## config.mk

```make
export PLATFORM = sky130hd
export DESIGN_NAME = weekly_event_schedule_table_flat
export DESIGN_NICKNAME = d
export VERILOG_FILES = /design/src/rtl/wesch_pkg.sv /design/src/rtl/wesch_cmd_if.sv /design/src/rtl/wesch_rsp_if.sv /design/src/rtl/weekly_event_schedule_table.sv /design/src/rtl/wesch_store.sv /design/src/flat_wrapper.sv
export SDC_FILE = /design/constraint.sdc
export NUM_CORES = 1
export LEC_CHECK = 0
export BUFFER_PORTS_ARGS = -buffer_cell sky130_fd_sc_hd__buf_2
export CAP_MARGIN = 10
export CORE_MARGIN = 5
export CORE_UTILIZATION = 45
export CTS_BUF_LIST = sky130_fd_sc_hd__clkbuf_4 sky130_fd_sc_hd__clkbuf_8
export CTS_CLUSTER_DIAMETER = 80
export CTS_CLUSTER_SIZE = 40
export DETAILED_ROUTE_END_ITERATION = 8
export PLACE_DENSITY = 0.59
export SETUP_SLACK_MARGIN = 0.02
export SYNTH_ARGS = -nofsm -noshare
export SYNTH_HDL_FRONTEND = slang
export SYNTH_SLANG_ARGS = --single-unit
```

## constraint.sdc

```tcl
create_clock -name clk -period 6.4 [get_ports clk]
set_input_delay 0 -clock clk [delete_from_list [all_inputs] [get_ports clk]]
set_output_delay 0 -clock clk [all_outputs]
set_load 0.05 [all_outputs]
```

## src/rtl/wesch_pkg.sv

```systemverilog
// Shared types and constants for the weekly event schedule table.
package wesch_pkg;

    localparam logic [10:0] MinPerHour = 11'd60;
    localparam logic [10:0] MinPerDay  = 11'd1440;
    localparam logic [11:0] NoTime     = 12'd3000;

    typedef enum logic [1:0] {
        KIND_INSERT = 2'd0,
        KIND_DELETE = 2'd1,
        KIND_FIND   = 2'd2,
        KIND_NEXT   = 2'd3
    } kind_t;

    typedef enum logic [1:0] {
        ST_OK      = 2'd0,
        ST_FULL    = 2'd1,
        ST_BAD_POS = 2'd2,
        ST_NONE    = 2'd3
    } status_t;

    typedef struct packed {
        logic [1:0]  kind;
        logic [4:0]  start_hour;
        logic [5:0]  start_min;
        logic [10:0] duration;
        logic [6:0]  day_mask;
        logic [8:0]  prior_day;
        logic [4:0]  position;
        logic [4:0]  now_hour;
        logic [5:0]  now_min;
        logic [2:0]  week_day;
        logic [8:0]  year_day;
    } cmd_t;

    typedef struct packed {
        logic [1:0]  status;
        logic [4:0]  entry_index;
        logic        started;
        logic [10:0] minutes_left;
    } rsp_t;

    typedef struct packed {
        logic [10:0] start;
        logic [10:0] length;
        logic [6:0]  mask;
        logic [8:0]  fired;
    } entry_t;

endpackage

```

## src/rtl/wesch_cmd_if.sv

```systemverilog
// Request channel carrying one schedule command.
interface wesch_cmd_if;
    wesch_pkg::cmd_t data;
    logic            valid;
    logic            ready;

    modport source (output data, output valid, input ready);
    modport sink   (input data, input valid, output ready);
endinterface

```

## src/rtl/wesch_rsp_if.sv

```systemverilog
// Response channel carrying one schedule result.
interface wesch_rsp_if;
    wesch_pkg::rsp_t data;
    logic            valid;
    logic            ready;

    modport source (output data, output valid, input ready);
    modport sink   (input data, input valid, output ready);
endinterface

```

## src/rtl/weekly_event_schedule_table.sv

```systemverilog
// Top level of the weekly event schedule table.
//
// cmd takes one request (insert, delete, find current, time to next);
// rsp returns exactly one result per request. Each request runs alone: cmd
// is ready only when the sequencer is idle. The table sits in one memory
// with a registered read port, so every visited entry is first addressed
// (S_RD) and then evaluated (S_EV). An insert on a full table and a delete
// on a bad position go straight to the result; find stops at the first hit;
// time to next searches tomorrow only when no entry remains for today.
// The result is held in an output register; a new request is accepted while
// it waits, and the sequencer holds its next result until rsp is free.
// Reset empties the table (entry count zero) and drops any pending result;
// entry contents are not cleared.
module weekly_event_schedule_table #(
    parameter int TABLE_DEPTH = 16
) (
    input  logic clk,
    input  logic rst_n,
    wesch_cmd_if.sink   cmd,
    wesch_rsp_if.source rsp
);
    import wesch_pkg::*;

    localparam int AW = (TABLE_DEPTH > 1) ? $clog2(TABLE_DEPTH) : 1;
    localparam int CW = $clog2(TABLE_DEPTH + 1);

    typedef enum logic [4:0] {
        S_IDLE  = 5'b00001,
        S_START = 5'b00010,
        S_RD    = 5'b00100,
        S_EV    = 5'b01000,
        S_DONE  = 5'b10000
    } state_t;

    typedef enum logic [2:0] {
        M_INS_SCAN,
        M_INS_SHIFT,
        M_DEL,
        M_FIND,
        M_NEXT1,
        M_NEXT2
    } mode_t;

    state_t      state_reg, state_next;
    mode_t       mode_reg, mode_next;
    logic [CW-1:0] count_reg, count_next;
    logic [CW-1:0] ptr_reg, ptr_next;
    logic [CW-1:0] at_reg, at_next;
    logic [CW-1:0] which_reg, which_next;
    logic [11:0] best_reg, best_next;
    logic        out_valid_reg, out_valid_next;
    rsp_t        out_data_reg, out_data_next;
    rsp_t        res_reg, res_next;

    logic [1:0]  kind_reg, kind_next;
    logic [10:0] st_reg, st_next;
    logic [10:0] dur_reg, dur_next;
    logic [6:0]  mask_reg, mask_next;
    logic [8:0]  pday_reg, pday_next;
    logic [4:0]  pos_reg, pos_next;
    logic [10:0] now_reg, now_next;
    logic [2:0]  wd_reg, wd_next;
    logic [8:0]  yday_reg, yday_next;

    logic          mem_we;
    logic [AW-1:0] mem_waddr, mem_raddr;
    entry_t        mem_wdata, mem_rdata;

    logic [6:0]  today, tomorrow;
    logic [11:0] new_end, rd_end, cand2;
    logic [10:0] to_mid;
    logic        hit_now, hit_next;
    logic        pos_bad;
    rsp_t        next_res;

    wesch_store #(.AW(AW), .DEPTH(TABLE_DEPTH)) u_store (
        .clk   (clk),
        .we    (mem_we),
        .waddr (mem_waddr),
        .wdata (mem_wdata),
        .raddr (mem_raddr),
        .rdata (mem_rdata)
    );

    assign cmd.ready = (state_reg == S_IDLE);
    assign rsp.valid = out_valid_reg;
    assign rsp.data  = out_data_reg;

    assign today    = 7'(8'd1 << wd_reg);
    assign tomorrow = (wd_reg >= 3'd6) ? 7'd1 : 7'(8'd1 << (4'(wd_reg) + 4'd1));
    assign new_end  = 12'(st_reg) + 12'(dur_reg);
    assign rd_end   = 12'(mem_rdata.start) + 12'(mem_rdata.length);
    assign to_mid   = (now_reg >= MinPerDay) ? 11'd0 : (MinPerDay - now_reg);
    assign cand2    = 12'(mem_rdata.start) + 12'(to_mid);
    assign hit_now  = (now_reg >= mem_rdata.start) && (12'(now_reg) < rd_end)
                      && ((mem_rdata.mask & today) != 7'd0);
    assign hit_next = (mem_rdata.fired != yday_reg) && (mem_rdata.start > now_reg)
                      && ((mem_rdata.mask & today) != 7'd0);
    assign pos_bad  = (pos_reg == 5'd0) || (32'(pos_reg) > 32'(count_reg));

    always_comb
    begin
        next_res.status       = (which_reg != '0) ? ST_OK : ST_NONE;
        next_res.entry_index  = 5'(which_reg);
        next_res.started      = 1'b0;
        next_res.minutes_left = (best_reg > 12'(MinPerDay)) ? MinPerDay : best_reg[10:0];
    end

    always_comb
    begin
        state_next     = state_reg;
        mode_next      = mode_reg;
        count_next     = count_reg;
        ptr_next       = ptr_reg;
        at_next        = at_reg;
        which_next     = which_reg;
        best_next      = best_reg;
        res_next       = res_reg;
        out_data_next  = out_data_reg;
        out_valid_next = out_valid_reg && !rsp.ready;
        kind_next      = kind_reg;
        st_next        = st_reg;
        dur_next       = dur_reg;
        mask_next      = mask_reg;
        pday_next      = pday_reg;
        pos_next       = pos_reg;
        now_next       = now_reg;
        wd_next        = wd_reg;
        yday_next      = yday_reg;
        mem_we         = 1'b0;
        mem_waddr      = ptr_reg[AW-1:0];
        mem_wdata      = mem_rdata;
        mem_raddr      = ptr_reg[AW-1:0];

        case (state_reg)
            S_IDLE:
            begin
                if (cmd.valid)
                begin
                    kind_next  = cmd.data.kind;
                    st_next    = 11'(cmd.data.start_hour * MinPerHour) + 11'(cmd.data.start_min);
                    dur_next   = cmd.data.duration;
                    mask_next  = cmd.data.day_mask;
                    pday_next  = cmd.data.prior_day;
                    pos_next   = cmd.data.position;
                    now_next   = 11'(cmd.data.now_hour * MinPerHour) + 11'(cmd.data.now_min);
                    wd_next    = cmd.data.week_day;
                    yday_next  = cmd.data.year_day;
                    state_next = S_START;
                end
            end
            S_START:
            begin
                res_next   = '0;
                ptr_next   = '0;
                best_next  = NoTime;
                which_next = '0;
                state_next = S_RD;
                case (kind_reg)
                    KIND_INSERT:
                    begin
                        if (32'(count_reg) >= TABLE_DEPTH)
                        begin
                            res_next.status = ST_FULL;
                            state_next      = S_DONE;
                        end
                        else
                        begin
                            mode_next = M_INS_SCAN;
                        end
                    end
                    KIND_DELETE:
                    begin
                        if (pos_bad)
                        begin
                            res_next.status = ST_BAD_POS;
                            state_next      = S_DONE;
                        end
                        else
                        begin
                            ptr_next  = CW'(pos_reg - 5'd1);
                            mode_next = M_DEL;
                        end
                    end
                    KIND_FIND: mode_next = M_FIND;
                    default:   mode_next = M_NEXT1;
                endcase
            end
            S_RD:
            begin
                state_next = S_EV;
                case (mode_reg)
                    M_INS_SCAN:
                    begin
                        if (ptr_reg == count_reg)
                        begin
                            at_next    = count_reg;
                            mode_next  = M_INS_SHIFT;
                            state_next = S_RD;
                        end
                    end
                    M_INS_SHIFT:
                    begin
                        mem_raddr = AW'(ptr_reg - CW'(1));
                        if (ptr_reg == at_reg)
                        begin
                            mem_we               = 1'b1;
                            mem_waddr            = at_reg[AW-1:0];
                            mem_wdata            = '{st_reg, dur_reg, mask_reg, pday_reg};
                            count_next           = count_reg + CW'(1);
                            res_next.status      = ST_OK;
                            res_next.entry_index = 5'(32'(at_reg) + 1);
                            state_next           = S_DONE;
                        end
                    end
                    M_DEL:
                    begin
                        mem_raddr = AW'(ptr_reg + CW'(1));
                        if ((ptr_reg + CW'(1)) >= count_reg)
                        begin
                            count_next      = count_reg - CW'(1);
                            res_next.status = ST_OK;
                            state_next      = S_DONE;
                        end
                    end
                    M_FIND:
                    begin
                        if (ptr_reg == count_reg)
                        begin
                            res_next.status = ST_NONE;
                            state_next      = S_DONE;
                        end
                    end
                    M_NEXT1:
                    begin
                        if (ptr_reg == count_reg)
                        begin
                            if (best_reg > 12'(MinPerDay))
                            begin
                                ptr_next   = '0;
                                mode_next  = M_NEXT2;
                                state_next = S_RD;
                            end
                            else
                            begin
                                res_next   = next_res;
                                state_next = S_DONE;
                            end
                        end
                    end
                    default:
                    begin
                        if (ptr_reg == count_reg)
                        begin
                            res_next   = next_res;
                            state_next = S_DONE;
                        end
                    end
                endcase
            end
            S_EV:
            begin
                state_next = S_RD;
                case (mode_reg)
                    M_INS_SCAN:
                    begin
                        if (new_end <= rd_end)
                        begin
                            at_next   = ptr_reg;
                            ptr_next  = count_reg;
                            mode_next = M_INS_SHIFT;
                        end
                        else
                        begin
                            ptr_next = ptr_reg + CW'(1);
                        end
                    end
                    M_INS_SHIFT:
                    begin
                        mem_we   = 1'b1;
                        ptr_next = ptr_reg - CW'(1);
                    end
                    M_DEL:
                    begin
                        mem_we   = 1'b1;
                        ptr_next = ptr_reg + CW'(1);
                    end
                    M_FIND:
                    begin
                        if (hit_now)
                        begin
                            if (mem_rdata.fired != yday_reg)
                            begin
                                mem_we          = 1'b1;
                                mem_wdata.fired = yday_reg;
                                res_next.started = 1'b1;
                            end
                            res_next.status      = ST_OK;
                            res_next.entry_index = 5'(32'(ptr_reg) + 1);
                            state_next           = S_DONE;
                        end
                        else
                        begin
                            ptr_next = ptr_reg + CW'(1);
                        end
                    end
                    M_NEXT1:
                    begin
                        if (hit_next && (best_reg > 12'(mem_rdata.start - now_reg)))
                        begin
                            best_next  = 12'(mem_rdata.start - now_reg);
                            which_next = ptr_reg + CW'(1);
                        end
                        ptr_next = ptr_reg + CW'(1);
                    end
                    default:
                    begin
                        if (((mem_rdata.mask & tomorrow) != 7'd0) && (best_reg > cand2))
                        begin
                            best_next  = cand2;
                            which_next = ptr_reg + CW'(1);
                        end
                        ptr_next = ptr_reg + CW'(1);
                    end
                endcase
            end
            S_DONE:
            begin
                if (!out_valid_reg || rsp.ready)
                begin
                    out_valid_next = 1'b1;
                    out_data_next  = res_reg;
                    state_next     = S_IDLE;
                end
            end
            default: state_next = S_IDLE;
        endcase
    end

    always_ff @(posedge clk or negedge rst_n)
    begin
        if (!rst_n)
        begin
            state_reg     <= S_IDLE;
            mode_reg      <= M_FIND;
            count_reg     <= '0;
            out_valid_reg <= 1'b0;
        end
        else
        begin
            state_reg     <= state_next;
            mode_reg      <= mode_next;
            count_reg     <= count_next;
            out_valid_reg <= out_valid_next;
        end
    end

    always_ff @(posedge clk)
    begin
        ptr_reg      <= ptr_next;
        at_reg       <= at_next;
        which_reg    <= which_next;
        best_reg     <= best_next;
        res_reg      <= res_next;
        out_data_reg <= out_data_next;
        kind_reg     <= kind_next;
        st_reg       <= st_next;
        dur_reg      <= dur_next;
        mask_reg     <= mask_next;
        pday_reg     <= pday_next;
        pos_reg      <= pos_next;
        now_reg      <= now_next;
        wd_reg       <= wd_next;
        yday_reg     <= yday_next;
    end

    a_count_range: assert property (@(posedge clk) disable iff (!rst_n)
        32'(count_reg) <= TABLE_DEPTH)
        else $error("entry count beyond table depth");

    a_result_from_done: assert property (@(posedge clk) disable iff (!rst_n)
        $rose(out_valid_reg) |-> $past(state_reg == S_DONE))
        else $error("result raised outside completion");

    a_started_ok: assert property (@(posedge clk) disable iff (!rst_n)
        (out_valid_reg && out_data_reg.started) |->
        (out_data_reg.status == ST_OK && out_data_reg.entry_index != 5'd0))
        else $error("started flagged without a matched entry");

endmodule

```

## src/rtl/wesch_store.sv

```systemverilog
// Event table memory: one write port, one registered read port.
module wesch_store #(
    parameter int AW    = 4,
    parameter int DEPTH = 16
) (
    input  logic             clk,
    input  logic             we,
    input  logic [AW-1:0]    waddr,
    input  wesch_pkg::entry_t wdata,
    input  logic [AW-1:0]    raddr,
    output wesch_pkg::entry_t rdata
);
    import wesch_pkg::*;

    entry_t mem [DEPTH];

    always_ff @(posedge clk)
    begin
        if (we)
        begin
            mem[waddr] <= wdata;
        end
        rdata <= mem[raddr];
    end

endmodule
```

## src/flat_wrapper.sv

```systemverilog
// flat-port wrapper written by rule: the top's interface ports become plain ports
module weekly_event_schedule_table_flat import wesch_pkg::*;
#(
    parameter int TABLE_DEPTH = 16
)
  (clk, rst_n, cmd_data, cmd_valid, cmd_ready, rsp_data, rsp_valid, rsp_ready);
  wesch_cmd_if cmd_i ();
  wesch_rsp_if rsp_i ();
  input  logic clk;
  input  logic rst_n;
  input wire logic [$bits(cmd_i.data)-1:0] cmd_data;
  input wire logic [$bits(cmd_i.valid)-1:0] cmd_valid;
  output wire logic [$bits(cmd_i.ready)-1:0] cmd_ready;
  output wire logic [$bits(rsp_i.data)-1:0] rsp_data;
  output wire logic [$bits(rsp_i.valid)-1:0] rsp_valid;
  input wire logic [$bits(rsp_i.ready)-1:0] rsp_ready;
  assign cmd_i.data = cmd_data;
  assign cmd_i.valid = cmd_valid;
  assign cmd_ready = cmd_i.ready;
  assign rsp_data = rsp_i.data;
  assign rsp_valid = rsp_i.valid;
  assign rsp_i.ready = rsp_ready;
  weekly_event_schedule_table #(.TABLE_DEPTH(TABLE_DEPTH)) u_core (.clk(clk), .rst_n(rst_n), .cmd(cmd_i), .rsp(rsp_i));
endmodule
```

; Word-level counts from Yosys, hierarchy flattened
; Memory sizes are Yosys's and may differ from the RTL's. A register that Yosys moved wholly into a read port is not among the register bits.
; Index checks and enable logic that the tools add are counted.
[totals]
ramBits = 608
inputBits = 72
register_bits = 147
out_inout_bits = 21
wordCells = 235
mem_count = 1
[mem_list]
columns = name, depth, word_bits, rd, rd_clocked_by_memory_dff, write_ports, line
row1 = u_core.u_store.mem, 16, 38, 1, 1, 1, wesch_store.sv:15  ; entry_t mem [DEPTH];
[classes]
mul = 2
addsub = 15
reduce_logical = 37
order_cmp = 12
eq_ne = 46
muxes = 93
shifts = 2
n_bitwise = 2
[ops]
columns = op, n
row1 = 5-bit 2-to-1 mux, 26
row2 = 38-bit 2-to-1 mux, 2
row3 = 12-bit case mux with 2 select lines, 3
row4 = 19-bit 2-to-1 mux, 3
row5 = 5-bit case mux with 2 select lines, 5
row6 = 5-bit case mux with 3 select lines, 3
row7 = 11-bit by 11-bit adder with 12-bit output, 3
row8 = 29-bit 2-to-1 mux, 1
row9 = 9-bit 2-to-1 mux, 3
row10 = 3-bit by 2-bit != test with 1-bit output (second input constant), 9
row11 = 5-bit case mux with 5 select lines, 1
row12 = 12-bit greater-than comparator, 2
row13 = 12-bit 2-to-1 mux, 2
row14 = 8-bit case mux with 3 select lines, 1
row15 = 11-bit by 6-bit adder with 11-bit output, 2
row16 = 11-bit 2-to-1 mux, 2
row17 = 11-bit case mux with 2 select lines, 1
row18 = 3-bit 2-to-1 mux, 7
row19 = 5-bit by 1-bit adder with 5-bit output (second input constant), 4
row20 = 4-bit 2-to-1 mux, 5
row21 = 5-bit case mux with 4 select lines, 1
row22 = 5-bit by 4-bit multiplier with 9-bit output (second input constant), 2
row23 = 2-bit != test (second input constant), 9
row24 = 3-bit case mux with 3 select lines, 2
row25 = 62 further kinds, 110

; Logic depth before layout (Yosys ltp)
; Gate-level depths: netlist of run 1.
[logic_depth]
depth_word = 9
ltp_mapped = 24

; By module
; A second synthesis of run 1 with hierarchy kept.
[unflattened]
hier_cells = 2105
area_unflattened_um2 = 35286.3
[modules_own_cells]
columns = module, cells_each, seq_area_each_um2, area_each_um2, instances
row1 = wesch_store, 989, 19018.2, 23570.1, 1
row2 = weekly_event_schedule_table, 1116, 4347.9, 11716.2, 1

; Least setup slack after synthesis of run 1
; Ideal clock, no wire load.
[synth_path]
kind = register to register
from = register u_core.u_store.rdata[27] (netlist name)
to = memory u_core.u_store.mem[10][0] in the netlist's numbering (enable)
path_slack_ns = -0.189
setup_time_ns = 0.480
t_arrival_ns = 6.109
path_buffers = 0
period_less_slack_ns = 6.589
required_time_ns = 5.920
path_stages_with_launch = 18
cell_sequence = dfxtp_1 ha_1 fa_1 a21o_1 a21oi_1 o21bai_1 a21oi_1 o21ai_0 a21o_1 a21oi_1 xor2_1 ha_1 o2111a_1 a221oi_1 o211a_1 a221o_1 nand3_1 nor3_1
[synth_between]
elab_chain_cells = 9
word_cells_on_any_way = 10
[synth_lines]
columns = element, line
row1 = 11-bit by 11-bit adder with 12-bit output, weekly_event_schedule_table.sv:92  ; assign rd_end = 12'(mem_rdata.start) + 12'(mem_rdata.length);
row2 = 11-bit by 12-bit less-than comparator with 1-bit output, weekly_event_schedule_table.sv:95  ; assign hit_now = (now_reg >= mem_rdata.start) && (12'(now_reg) < rd_end)
row3 = 1-bit logical AND (*), weekly_event_schedule_table.sv:95
row4 = 1-bit logical AND (*), weekly_event_schedule_table.sv:96  ; && ((mem_rdata.mask & today) != 7'd0);
row5 = 1-bit 2-to-1 mux (*), weekly_event_schedule_table.sv:290  ; if (hit_now)
row6 = 1-bit case mux with 2 select lines (*), weekly_event_schedule_table.sv:264  ; case (mode_reg)
row7 = 1-bit case mux with 2 select lines (*), weekly_event_schedule_table.sv:135  ; case (state_reg)
row8 = 1-bit 2-to-1 mux (*), wesch_store.sv:19  ; if (we)
row9 = 1-bit 2-to-1 mux (implied by the code) (*), wesch_store.sv:21  ; mem[waddr] <= wdata;
row10 = "end, declared", wesch_store.sv:15
; Mark *: on every way between the ends. The rest lies on a longest branch, timed or not.

; Worst setup path after layout of run 1
[layout_path]
from = register u_core.now_reg[2]
to = register u_core.best_reg[1] (enable)
[layout_between]
elab_chain_cells = 7
word_cells_on_any_way = 15
[layout_lines]
columns = element, line
row1 = "start, declared", weekly_event_schedule_table.sv:61  ; logic [10:0] now_reg, now_next;
row2 = "start signal, assigned", weekly_event_schedule_table.sv:372  ; now_reg <= now_next;
row3 = 11-bit subtractor / 11-bit >= comparator (equally long branches), weekly_event_schedule_table.sv:93  ; assign to_mid = (now_reg >= MinPerDay) ? 11'd0 : (MinPerDay - now_reg);
row4 = 11-bit 2-to-1 mux, weekly_event_schedule_table.sv:93
row5 = 11-bit by 11-bit adder with 12-bit output, weekly_event_schedule_table.sv:94  ; assign cand2 = 12'(mem_rdata.start) + 12'(to_mid);
row6 = 12-bit greater-than comparator, weekly_event_schedule_table.sv:318  ; if (((mem_rdata.mask & tomorrow) != 7'd0) && (best_reg > cand2))
row7 = 1-bit logical AND, weekly_event_schedule_table.sv:318
row8 = 3-bit by 2-bit != test with 1-bit output (no line), -
row9 = 4-bit AND reduction (no line) (*), -
row10 = "end signal, assigned", weekly_event_schedule_table.sv:363  ; best_reg <= best_next;
row11 = "end, declared", weekly_event_schedule_table.sv:50  ; logic [11:0] best_reg, best_next;
; Marked as above.
; A chain may end at the register's enable or synchronous reset.

==> metrics.md, run 1 <==
| Metric | Value |
|---|---|
| Status | `completed` |
| PortBufs | `92` |
| Drt wl/cell | `about 23 µm` |
| Detailed-route DRC error count | `0` |
| Placed Area | `approximately 0.038 mm²` |
| R2r setup slk | `between 0.8 and 0.9 ns` |
| Htree depth | `2` |
| DP Worst Slack | `0.868 ns` |
| Final setup vio count | `0` |
| Highest-delay cell along the critical path | `edfxtp_1` |
| Slowest stage delay, CP | `roughly 0.5 ns` |
| CP Max Fanout | `10` |
| Slew @ Worst Pin | `1.20 ns` |
| CP Capture Type | `flop` |
| Sequential Power Share | `45.7%` |
| Clk pin slew, worst setup/hold paths | `about 0.17 ns` |
| First-pass GRT wire length | `roughly 140000 µm` |
| Nets | `about 3000` |
| GP Congestion | `between 0.9 and 1` |
| Unique cell type count in the Yosys netlist | `76` |
| Buf/Inv on CP | `1` |
| Ys async rst share | `between 1.5 and 2%` |
| Pwr/cell area | `about 370 mW/mm²` |
| CTS Buf Count | `36` |
| DRT antenna net count | `0` |
| Net Switching | `5.60 mW` |
| Final Cell Area | `0.0395 mm²` |
| DPL Wire Length | `slightly below 60000 µm` |
| Vias in the first global route | `~22000` |
| Post-CTS Setup Bufs | `0` |
| CP delay by family, top | `compound AO/OA/AOI/OAI gates` |
| Initial antenna violation count | `3` |
| Final core utilization | `slightly above 50%` |
| Synthesized area | `between 0.03 and 0.04 mm²` |
| Biggest area consumer among synthesized cells | `edfxtp_1` |
| Max Root-Sink Buffers | `3` |
| Top reg by flops | `u_core.u_store.mem` |
| Area contributors post-synth | `edfxtp_1 63%, ha_1 5.1%, nand2_1 4.8%` |
| EDFF count, synth | `between 700 and 800` |
| Clock Latency Late Sink | `around 0.7 ns` |
| Switching Fraction | `a little under two fifths` |
| Yosys warns | `0` |
| Final worst path period need | `5.57 ns` |
| GRT overflow | `0` |
| Most frequent cells in the layout | `741 x edfxtp_1, 453 x nand2_1, 145 x ha_1` |
| Post-Syn Instances | `between 2000 and 3000` |
| PnR worst setup slack | `0.833 ns` |
| Area grow syn2layout | `11.3%` |
| Post-synth top area share | `a little over three fifths` |
| Crit-path cells | `nor3_1, nand2_1, nand3_1, a21oi_1, o21ai_0, and2_1, nor2_1, ha_1, fa_1, a21o_1, a21oi_1, o21ai_0, o41a_1, a31oi_1, xor2_1, ha_1, nand4_1, nor4_1, nor4_1, a31oi_1, o21ai_1, buf_4` |
| Commonest non-fill, non-tap cell in the layout | `edfxtp_1` |
| Placeable core area | `between 0.07 and 0.08 mm²` |
| Total Routing Usage GR | `a little over a fifth` |
| Final Hold Fails | `0` |
| Max Cap Violations | `0` |
| DRT Pass-1 Iters | `5` |
| Int Pwr | `about 9.2 mW` |
| Die Height | `around 290 µm` |
| Total wire length | `90800 µm` |
| CTS tree | `yes` |
| Largest net degree at the start of global routing | `140` |
| Max FFs per register | `~600` |
| Via density | `around 5.7` |
| Clock network power share | `between 10% and 20%` |
| Filler cell count | `6740` |
| RSZ-0062 raised after global routing | `no` |
| Max frequency | `between 150 and 200 MHz` |
| I/O pin total | `between 90 and 100` |
| CTS root buffer | `clkbuf_8` |
| FP Rows | `just over 100` |
| CP startpoint kind | `flop` |
| Largest regs | `u_core.u_store.mem x608, u_core.u_store.rdata x38` |
| Die Wd | `between 200 and 300 µm` |
| Hold/Removal Path Class | `primary input to flop` |
| Top FF cell, synth | `edfxtp_1` |
| DR vias | `around 22000` |
| CP Class | `flop to flop` |
| Initial DRC count | `~2000` |
| Arrival @ worst endpoint | `6.00 ns` |
| Die ar. | `about 0.085 mm²` |
| Clk sinks | `between 700 and 800` |
| Initial core utilization | `45.2%` |
| Worst endpoint required time | `slightly below 7 ns` |
| Syn Area/Cell | `approximately 14 µm²` |
| Flops & latches, synth | `793` |
| Leak pwr | `between 10 and 15 nW` |
| Setup TNS | `0 ns` |
| Fin crit share | `~87%` |
| Seq/Total Area, Yosys | `approximately 66%` |
| Synthesized Nets | `approximately 2900` |
| Slew HR | `19.7%` |
| Combinational Power Share | `a little under two fifths` |
| Final Max Tran Viols | `0` |
| VDD IR max | `approximately 0.19 mV` |
| Worst clock skew | `0.0783 ns` |
| Layout cell share with drive strength beyond 1 | `11.2%` |
[Yosys cell counts (9+ instances only)]
cell type,instances
a211oi_1,12
a21o_1,40
a21oi_1,105
a22oi_1,14
a311oi_1,38
a32oi_1,38
and2_1,13
and3_1,43
buf_1,9
buf_2,45
clkbuf_1,58
dfrtp_1,11
dfxtp_1,38
edfxtp_1,741
fa_1,21
ha_1,145
inv_1,84
mux2_2,28
mux2i_1,50
mux4_2,38
nand2_1,453
nand2b_1,10
nand3_1,99
nand4_1,51
nor2_1,96
nor3_1,24
o211ai_1,12
o21ai_0,66
o21ai_1,17
or3_1,9
xnor2_1,56
xor2_1,45
[routing by layer]
layer | track usage [%] | up-vias | wire length, µm
met5 | 0 | - | 0
met1 | 29.7 | 11200 | 39900
li1 | - | 10100 | -
met2 | 34.9 | 681 | 43900
met4 | 4.55 | 0 | 1920
met3 | 2.24 | 101 | 4990
[per-stage QoR]
step           hold WS, ns  power [mW]  cells
6_report            0.0352        14.8   3876
2_1_floorplan       -0.296        10.5   2625
3_5_place_dp       -0.0697        12.4   3697
4_1_cts           0.000252        14.8   3873
3_3_place_gp       -0.0746        12.2   3697
5_1_grt             0.0457        15.6   3874
[cells by family after synthesis]
family | count (synthesis) | share of synthesized area, %
mux | 116 | 4.70
xor+xnor | 103 | 2.58
buf+inv | 209 | 2.56
fa+ha+maj | 166 | 6.29
simple gates | 833 | 10.5
compound gates | 405 | 7.65
flops | 793 | 65.8
[what timing repair did]
item	4_1_cts	5_1_grt
hold buffers	112	0
gates resized for setup	0	0
endpoints found under the setup margin	0	0
endpoints found under the hold margin	98	0
[worst register-to-register path: stages (launching register included)]
cell	delay [ns]
edfxtp_1	0.50
nor3_1	0.32
nand2_1	0.16
nand3_1	0.11
a21oi_1	0.07
o21ai_0	0.13
and2_1	0.34
nor2_1	0.08
ha_1	0.24
fa_1	0.44
a21o_1	0.20
a21oi_1	0.22
o21ai_0	0.18
o41a_1	0.37
a31oi_1	0.22
xor2_1	0.23
ha_1	0.28
nand4_1	0.12
nor4_1	0.07
nor4_1	0.18
a31oi_1	0.13
o21ai_1	0.46
buf_4	0.31
[area by class of cell]
cell class | instances | area (µm²) | share of cell area, %
Tap cell | 1050 | 1310 | 3.32
Antenna cell | 3 | 7.51 | 0.0190
Sequential cell | 793 | 23400 | 59.1
Timing Repair Buffer | 259 | 2180 | 5.52
Clock inverter | 27 | 383 | 0.968
Multi-Input combinational cell | 1623 | 11500 | 29.0
Clock buffer | 37 | 509 | 1.29
Inverter | 84 | 315 | 0.797
[path summary, 6_finish.rpt]
kind	from	to	cells past startpoint
min in group asynchronous	rst_n	u_core.count_reg[4]	3
max in group asynchronous	rst_n	u_core.rsp.valid	3
hold / removal	cmd_data[65]	u_core.st_reg[10]	4
hold reg to reg	u_core.res_reg[6]	u_core.rsp.data[6]	0
setup reg to reg	u_core.now_reg[2]	u_core.best_reg[1]	22
setup / recovery	u_core.now_reg[2]	u_core.best_reg[1]	22
[power groups by stage]
stage               sequential (mW)  clock [mW]  combinational [mW]
finish                         6.75        2.42                5.60
global route                   6.78        2.68                6.18
CTS                            6.74        2.50                5.60
detailed placement             6.86           0                5.50
global placement               6.86           0                5.39
floorplan                      6.69           0                3.80
No activity file was read; power rests on OpenSTA's default activity.
==> run 2: changes to the inputs <==
Settings changed: CORE_UTILIZATION 45 to 50, PLACE_DENSITY 0.59 to 0.65.
==> run 2 against run 1 <==
  * Non-clock buffer count fell by 17
  * Combinational power fell by 0.9%
  * Worst setup slack improved by 0.082 ns
  * Count of clock-buffer cells in the layout decreased by 1
  * Largest cell class unchanged
  * Critical endpoint is now u_core.which_reg[1]
  * Sequential power about the same
  * Sequential share of layout area increased by 0.46 points
==> metrics.md, run 2 (synthesis results as in run 1) <==
| Metric | Value |
|---|---|
| Status | `completed` |
| Buf/Inv on CP | `1 (unchanged)` |
| Largest net degree at the start of global routing | `79 (-44%)` |
| Filler cell count | `5630 (-16%)` |
| Final Cell Area | `0.0392 mm² (-0.77%)` |
| Largest regs | `u_core.u_store.mem x608, u_core.u_store.rdata x38` |
| CTS tree | `yes` |
| Final Max Tran Viols | `0 (unchanged)` |
| CP Max Fanout | `13 (+3)` |
| Placed Area | `0.0373 mm² (-0.61%)` |
| Cts-stage hold buffer count | `109 (-2.7%)` |
| Area grow syn2layout | `10.4%` |
| DP Worst Slack | `1.02 ns (+0.148 ns)` |
| CP Capture Type | `flop` |
| Most frequent cells in the layout | `741 x edfxtp_1, 453 x nand2_1, 145 x ha_1` |
| DPL Wire Length | `57200 µm (-3.3%)` |
| Worst endpoint required time | `6.77 ns (-0.06 ns)` |
| Fin crit share | `85.7% (-1.3 points)` |
| Post-CTS Resized | `0 (unchanged)` |
| Die Height | `277 µm (-5.0%)` |
| PnR worst setup slack | `0.915 ns (+0.0821 ns)` |
| Nets | `3016 (-0.63%)` |
| Final setup vio count | `0 (unchanged)` |
| Vias in the first global route | `21700 (-1.1%)` |
| Arrival @ worst endpoint | `5.85 ns (-0.15 ns)` |
| Die ar. | `0.0765 mm² (-9.7%)` |
| Setup TNS | `0 ns (unchanged)` |
| Final worst path period need | `5.49 ns (-0.0821 ns)` |
| Initial antenna violation count | `4 (+1)` |
| Die Wd | `277 µm (-5.0%)` |
| GRT overflow | `0 (unchanged)` |
| First-pass GRT wire length | `131000 µm (-4.0%)` |
| Clk pin slew, worst setup/hold paths | `0.16 ns (about the same)` |
| Via density | `5.86 (+2.7%)` |
| Max frequency | `182 MHz (+1.5%)` |
| GP Congestion | `0.913 (+0.76%)` |
| Top reg by flops | `u_core.u_store.mem` |
| Pwr/cell area | `373 mW/mm² (about the same)` |
| Max Root-Sink Buffers | `3 (unchanged)` |
| RSZ-0062 raised after global routing | `no` |
| Commonest non-fill, non-tap cell in the layout | `edfxtp_1` |
| Crit-path cells | `nor3_1, nand2_1, nand3_1, a21oi_1, o21ai_0, and2_1, nor2_1, ha_1, fa_1, a21o_1, a21oi_1, o21ai_0, o41a_1, a31oi_1, xor2_1, ha_1, nand4_1, nor4_1, nor4_1, a31oi_1, o21ai_1, buf_4` |
| Hold/Removal Path Class | `primary input to flop` |
| DRT Pass-1 Iters | `7 (+2)` |
| Reg area | `0.0234 mm² (unchanged)` |
| VDD IR max | `0.216 mV (+16%)` |
| Reg2reg start | `u_core.now_reg[2]` |
| Slew HR | `27.9% (+8.2 points)` |
| DR vias | `21900 (-0.79%)` |
| CP Class | `flop to flop` |
| Max FFs per register | `608 (unchanged)` |
| Non-filler cells, final | `3744 (-3.4%)` |
| Slew @ Worst Pin | `1.08 ns (-0.120 ns)` |
| Final Hold Fails | `0 (unchanged)` |
| R2r setup slk | `0.91 ns (+0.08 ns)` |
| Htree depth | `2 (unchanged)` |
| FP Rows | `97 (-5.8%)` |
| I/O pin total | `93 (unchanged)` |
| Slowest stage delay, CP | `0.49 ns (about the same)` |
| Critical Path Sink | `u_core.which_reg[1]` |
| Crit. Startpoint | `u_core.now_reg[2]` |
| Clock Latency Late Sink | `0.72 ns (about the same)` |
| Total Routing Usage GR | `21.8% (+1.0 points)` |
| Initial DRC count | `2143 (+6.8%)` |
| Worst clock skew | `0.0777 ns (-0.000554 ns)` |
| CTS Buf Count | `34 (-5.6%)` |
| Detailed-route DRC error count | `0 (unchanged)` |
| CP delay by family, top | `compound AO/OA/AOI/OAI gates` |
| PortBufs | `92 (unchanged)` |
| RR Endpoint | `u_core.which_reg[1]` |
| DRT antenna net count | `0 (unchanged)` |
| Max Cap Violations | `0 (unchanged)` |
| Highest-delay cell along the critical path | `edfxtp_1` |
| Leak pwr | `14.0 nW (-0.81%)` |
| Multi-input gate area | `0.0115 mm² (unchanged)` |
| CP startpoint kind | `flop` |
| Placeable core area | `0.0703 mm² (-11%)` |
| WP depth | `22 (unchanged)` |
| Clk sinks | `793 (unchanged)` |
| HP Start | `cmd_data[54]` |
| CTS root buffer | `clkbuf_8` |
| Post-CTS Setup Bufs | `0 (unchanged)` |
| Initial core utilization | `50.6% (+5.4 points)` |
| Post-Place Cells | `3573 (-3.4%)` |
| Layout cell share with drive strength beyond 1 | `10.7% (-0.52 points)` |
| Total wire length | `85700 µm (-5.6%)` |
| Drt wl/cell | `22.9 µm (-2.3%)` |
| R2r worst-path depth | `22 (unchanged)` |
run 2: cell count changes in the layout (fill, tap and decap cells not counted), moves of 2 or more:
cell / change
buf_4: -15
clkbuf_8: -2
clkinv_1: -2
clkinv_16: +3
clkinv_4: +3
clkinv_8: -7
dlygate4sd3_1: -3
inv_16: +2
inv_8: -5
run 2: cell type report:
type                            count  share of cell area (%)
Multi-Input combinational cell   1623                    29.2
Tap cell                          940                    3.00
Inverter                           84                   0.803
Antenna cell                        3                  0.0191
Clock buffer                       36                    1.25
Timing Repair Buffer              242                    5.25
Clock inverter                     23                   0.918
Sequential cell                   793                    59.5
run 2: power breakdown:
group          internal [mW]  switching, mW  leakage, nW  total (mW)
sequential              6.43          0.319         7.21        6.75
clock                  0.676           1.68        0.419        2.36
combinational           2.00           3.55         6.38        5.55
run 2: worst register-to-register path, cell delays in order, from the launching register on:
cell	delay (ns)
edfxtp_1	0.49
nor3_1	0.33
nand2_1	0.17
nand3_1	0.11
a21oi_1	0.07
o21ai_0	0.13
and2_1	0.32
nor2_1	0.10
ha_1	0.24
fa_1	0.44
a21o_1	0.20
a21oi_1	0.22
o21ai_0	0.17
o41a_1	0.38
a31oi_1	0.24
xor2_1	0.24
ha_1	0.28
nand4_1	0.13
nor4_1	0.08
nor4_1	0.20
a31oi_1	0.12
o21ai_1	0.25
buf_4	0.30
run 2: worst min path at each step:
stage	endpoint	slack [ns]	cells past startpoint
after floorplan	u_core.count_reg[0]	-0.30	0
after global placement	u_core.count_reg[0]	-0.07	1
after detailed placement	u_core.count_reg[1]	-0.06	1
after CTS	u_core.yday_reg[3]	0.00008	2
after global routing	u_core.yday_reg[3]	0.01	2
final	u_core.dur_reg[10]	0.04	2
run 2: per-layer routing:
layer	global-route usage [%]	wire, µm	vias to the layer above
li1	-	-	10100
met1	32.1	37900	10900
met2	34.4	39100	789
met3	3.77	6660	110
met4	5.30	2090	2
met5	0	13	-
run 2: per-stage QoR:
| step | util [%] | hold WS (ns) | power, mW |
|---|---|---|---|
| final | 55.8 | 0.0426 | 14.7 |
| after global routing | 55.8 | 0.0139 | 15.5 |
| after CTS | 55.8 | 0.0000808 | 14.7 |
| after detailed placement | 53.1 | -0.0620 | 12.3 |
| after global placement | 53.1 | -0.0675 | 12.2 |
| after floorplan | - | -0.296 | 10.5 |
